### src/rtl/core/assert_macros.svh
// Assertion helpers shared by the RTL.
`ifndef ASSERT_MACROS_SVH
`define ASSERT_MACROS_SVH

// Clocked assertion, disabled while reset is high.
`define ASSERT_RST(label, clk, rst, prop, msg) \
   label: assert property (@(posedge clk) disable iff (rst) prop) else $error(msg);

// Clocked assertion that is checked in every cycle, reset included.
`define ASSERT_ALWAYS(label, clk, prop, msg) \
   label: assert property (@(posedge clk) prop) else $error(msg);

`endif

### src/rtl/core/lsbl_pkg.sv
`default_nettype none

package lsbl_pkg;

   // Data memory depth; a power of two, word_address is taken modulo it.
   localparam int MEM_WORDS = 1024;
   localparam int ADDR_W    = $clog2(MEM_WORDS);

   typedef logic [ADDR_W-1:0] mem_addr_type;

   localparam logic [5:0] OP_LB  = 6'h20;
   localparam logic [5:0] OP_LW  = 6'h23;
   localparam logic [5:0] OP_LBU = 6'h24;
   localparam logic [5:0] OP_LHU = 6'h25;
   localparam logic [5:0] OP_SB  = 6'h28;
   localparam logic [5:0] OP_SH  = 6'h29;
   localparam logic [5:0] OP_SW  = 6'h2b;
   localparam logic [5:0] OP_JAL = 6'h03;

   localparam logic [1:0] KIND_R = 2'd0;
   localparam logic [1:0] KIND_I = 2'd1;

   localparam logic [1:0] LANE_TOP = 2'd3;

   localparam logic [31:0] BYTE_MASK = 32'h0000_00ff;
   localparam logic [31:0] HALF_MASK = 32'h0000_ffff;
   localparam logic [31:0] BYTE_SEXT = 32'hffff_ff00;

   typedef struct packed {
      logic [5:0]  action;
      logic [1:0]  instr_kind;
      logic        bubble;
      logic [9:0]  word_address;
      logic [1:0]  byte_index;
      logic [31:0] store_data;
      logic [31:0] passed_value;
      logic [4:0]  target_reg;
      logic [4:0]  result_reg;
   } req_type;

   typedef struct packed {
      logic [31:0] write_value;
      logic [4:0]  write_reg;
      logic        skip_writeback;
      logic [1:0]  kind_out;
      logic [5:0]  opcode_out;
      logic        lane_error;
   } rsp_type;

   // Write-back of a store into the addressed word.
   typedef struct packed {
      logic        en;
      logic [31:0] data;
   } mem_wr_type;

   function automatic mem_addr_type mem_index(input logic [9:0] word_address);
      return ADDR_W'(word_address);
   endfunction

endpackage

`default_nettype wire

### src/rtl/core/lsbl_lane_unit.sv
`default_nettype none

module lsbl_lane_unit import lsbl_pkg::*; (
   input  wire req_type    req,
   input  wire logic [31:0] word,
   output      rsp_type    rsp,
   output      mem_wr_type wr
);

   logic [4:0]  shift;
   logic [31:0] byte_val;
   logic [31:0] half_val;
   logic [31:0] byte_merge;
   logic [31:0] half_merge;

   always_comb begin
      shift      = {req.byte_index, 3'b000};
      byte_val   = (word >> shift) & BYTE_MASK;
      half_val   = (word >> shift) & HALF_MASK;
      byte_merge = (word & ~(BYTE_MASK << shift)) | ((req.store_data & BYTE_MASK) << shift);
      half_merge = (word & ~(HALF_MASK << shift)) | ((req.store_data & HALF_MASK) << shift);

      rsp.write_value    = '0;
      rsp.write_reg      = '0;
      rsp.skip_writeback = 1'b0;
      rsp.kind_out       = req.instr_kind;
      rsp.opcode_out     = req.action;
      rsp.lane_error     = 1'b0;
      wr.en              = 1'b0;
      wr.data            = req.store_data;

      if (req.bubble) begin
         rsp.skip_writeback = 1'b1;
      end else if (req.instr_kind == KIND_I) begin
         rsp.write_reg = req.target_reg;
         case (req.action)
            OP_SB: begin
               wr.en              = 1'b1;
               wr.data            = byte_merge;
               rsp.skip_writeback = 1'b1;
            end
            OP_SH: begin
               if (req.byte_index == LANE_TOP) begin
                  rsp.lane_error = 1'b1;
               end else begin
                  wr.en   = 1'b1;
                  wr.data = half_merge;
               end
               rsp.skip_writeback = 1'b1;
            end
            OP_SW: begin
               wr.en              = 1'b1;
               rsp.skip_writeback = 1'b1;
            end
            OP_LB: begin
               rsp.write_value = byte_val[7] ? (byte_val | BYTE_SEXT) : byte_val;
            end
            OP_LW: begin
               rsp.write_value = word;
            end
            OP_LBU: begin
               rsp.write_value = byte_val;
            end
            OP_LHU: begin
               if (req.byte_index == LANE_TOP) begin
                  rsp.lane_error = 1'b1;
               end else begin
                  rsp.write_value = half_val;
               end
            end
            default: begin
               rsp.write_value = req.passed_value;
            end
         endcase
      end else if (req.instr_kind == KIND_R) begin
         rsp.write_value = req.passed_value;
         rsp.write_reg   = req.result_reg;
      end else begin
         // J-type and the unused format code
         rsp.write_reg = req.result_reg;
         if (req.action == OP_JAL) begin
            rsp.write_value = req.passed_value;
         end
      end
   end

endmodule

`default_nettype wire

### config.mk
export PLATFORM = sky130hd
export DESIGN_NAME = lsbl_lane_unit
export DESIGN_NICKNAME = d
export VERILOG_FILES = /design/src/rtl/core/assert_macros.svh /design/src/rtl/core/lsbl_pkg.sv /design/src/rtl/core/lsbl_lane_unit.sv
export SDC_FILE = /design/constraint.sdc
export NUM_CORES = 1
export LEC_CHECK = 0
export ABC_AREA = 1
export BUFFER_PORTS_ARGS = -buffer_cell sky130_fd_sc_hd__buf_4
export CAP_MARGIN = 20
export CORE_AREA = 2 2 101 103
export DETAILED_ROUTE_END_ITERATION = 10
export DIE_AREA = 0 0 103 105
export GPL_ROUTABILITY_DRIVEN = 0
export PLACE_DENSITY = 0.82
export SYNTH_ARGS = -nofsm -noshare
export SYNTH_HDL_FRONTEND = slang
export SYNTH_SLANG_ARGS = --single-unit
### constraint.sdc
create_clock -name vclk -period 4.9
set_clock_uncertainty 0.2 [all_clocks]
set_input_delay 0.49 -clock vclk [all_inputs]
set_output_delay 0.49 -clock vclk [all_outputs]
set_load 0.01 [all_outputs]
==> impl_results.md <==
- Status: finished, final reports clean
- Post-route ant nets: 0
- Hold-fix buffers at CTS: 0
- Cell family contributing the most delay on the critical path: buffers and inverters
- Final WL: approximately 17000 um
- Instance count on the critical path: 9
- Clock buffers: 0
- # setup viols final: 0
- IO buf count: 197
- RSZ-0062 raised after global routing: no
- Fin. max-slew vios: 0
- Worst path bufs/invs: 3
- Final worst slack: 1240 ps
- Mapped Cells: between 800 and 900
- DRC: 0
- Slowest cell on crit path: nor2_4
- CTS resizes: 0
- VDD IR max: between 50 and 60 uV
- Syn_nets: slightly above 1000
- Synth Area per Inst: 4.46 um^2
- DIE HEIGHT: around 110 um
- Worst-margin pin slew: 1100 ps
- Lkg Pwr: slightly above 3 nW
- Tcrit/Tclk final: between 70% and 80%
- Synth unique cells: 23
- DR WL/cell: between 10 and 15 um
- NumNets Final: 1147
- Hold WS: a little under 1000 ps
- P&R area growth vs syn: 36.2%
- GRT overflow: 0
- Die Width: 103 um
- PwrDens: slightly below 80 mW/mm^2
- Synth warn: 0
- Vias per inst: around 5.5
- Pre-CTS WS: between 1000 and 1500 ps
- Ant. Diodes: 0
- Sequential Area: 0 um^2
- Setup Fix Bufs, Post-CTS: 0
- Starting Density: between 40% and 50%
- CP Cell Sequence: buf_4, ha_1, clkinv_1, nor2_4, nand2_1, nand3_1, nand2_1, nand2_1, buf_4
- # rows: 36
- Initial antenna violation count: 0
- Final Util: 55.2%
- CP max FO: 54
- Layout cells sized above 1: between 20% and 30%
- First-pass GRT wire length: ~26000 um
- Cell mode on critical path: nand2_1
- Hold Path Cell Cnt: 2
- Max Fclk: between 200 and 300 MHz
- Fill cells: ~1100
- Final std cells w/o fill: approximately 1100
- Post-Synthesis Cell Area: between 0.003 and 0.004 mm^2
- Worst Path Required: 4210 ps
- Placed cells: roughly 1100
- Max-cap violations: 0
- Drt pass-1 iters: 6
- Minimum clock period: 3660 ps
- Worst rel slew slack: around a quarter
- Startpoint Class: input pin
- TNS Setup: 0 ps
- Hold WC Path Type: input pin to output pin
- Largest net degree at the start of global routing: 55
- FF+latch count: 0
- Slowest stage delay, CP: 580 ps
- Vias in the first global route: roughly 5400
- CP arrival: slightly below 3000 ps
- CP Capture Type: output pin
- Detailed Route Iter0 Violations: between 600 and 700
- Endpoints failing hold: 0
- Post-synthesis sequential area ratio: 0%
- Total GRT Usage: 28.9%
- Die footprint: about 0.011 mm^2
- Core Area: a little under 0.01 mm^2
- Via count: roughly 6300
- Worst Setup Path Type: input pin to output pin
- # IOs: just over 200
- DP HPWL: between 10000 and 15000 um
-- power by group --
part	switching (mW)	total (mW)	internal (mW)
logic	0.236	0.417	0.181
clock network	0	0	0
registers	0	0	0
-- metrics by stage --
stage,area (um^2),total power [mW]
detailed placement,5280,0.406
global placement,5260,0.401
floorplan,3900,0.217
finish,5320,0.417
global route,5320,0.455
CTS,5280,0.408
-- cell usage in the layout, fill, tap and decap left out, drive strengths merged --
cell | synthesis | routed
a21oi | 26 | 26
clkinv | 2 | 2
o21ai | 54 | 54
nand4 | 33 | 33
o21bai | 1 | 1
ha | 5 | 5
buf | 44 | 205
o22ai | 16 | 16
o211ai | 1 | 1
nand2 | 396 | 396
nand3 | 108 | 108
a31oi | 16 | 16
inv | 65 | 65
nor2 | 85 | 85
-- per-layer routing --
| layer | track usage (%) | share of wire, % |
|---|---|---|
| met2 | 47.5 | 45 |
| met1 | 38.8 | 40 |
| met3 | 3.95 | 12 |
| met5 | 0 | 0 |
| met4 | 8.27 | 3.3 |
-- area by class of cell --
cell class	count	area, um^2	share of cell area (%)
well taps	133	166	3.13
inverters	67	251	4.73
repair buffers	205	1570	29.6
multi-input cells	741	3330	62.5
-- Yosys cell counts --
master | number | share of area, %
clkinv_1 | 2 | 0.19
ha_1 | 5 | 1.6
o21bai_2 | 1 | 0.29
buf_4 | 10 | 1.9
nand2_2 | 6 | 0.96
a21oi_1 | 26 | 3.3
buf_2 | 31 | 4.0
clkbuf_1 | 23 | 2.2
inv_1 | 58 | 5.6
o211ai_1 | 1 | 0.19
o22ai_1 | 16 | 2.6
inv_2 | 7 | 0.67
nand3_2 | 1 | 0.26
o21ai_1 | 4 | 0.51
a31oi_1 | 16 | 2.6
nand3_1 | 107 | 14
nand2_1 | 390 | 37
o21ai_0 | 50 | 6.4
nor2_1 | 73 | 7.0
buf_1 | 3 | 0.29
nor2_4 | 8 | 2.3
nand4_1 | 33 | 5.3
nor2_2 | 4 | 0.64
-- final timing paths --
path	start	endpoint
worst min-delay path	req[87]	rsp[7]
worst max-delay path	req[75]	wr[10]
-- cells by family (layout without fill, tap and decap cells) --
| logic type | Yosys count | after routing | share of synthesized area (%) |
|---|---|---|---|
| simple gates | 622 | 622 | 67.7 |
| fa+ha+maj | 5 | 5 | 1.60 |
| buf+inv | 134 | 272 | 14.8 |
| compound gates | 114 | 114 | 15.9 |
(Power assumes the default switching activity.)
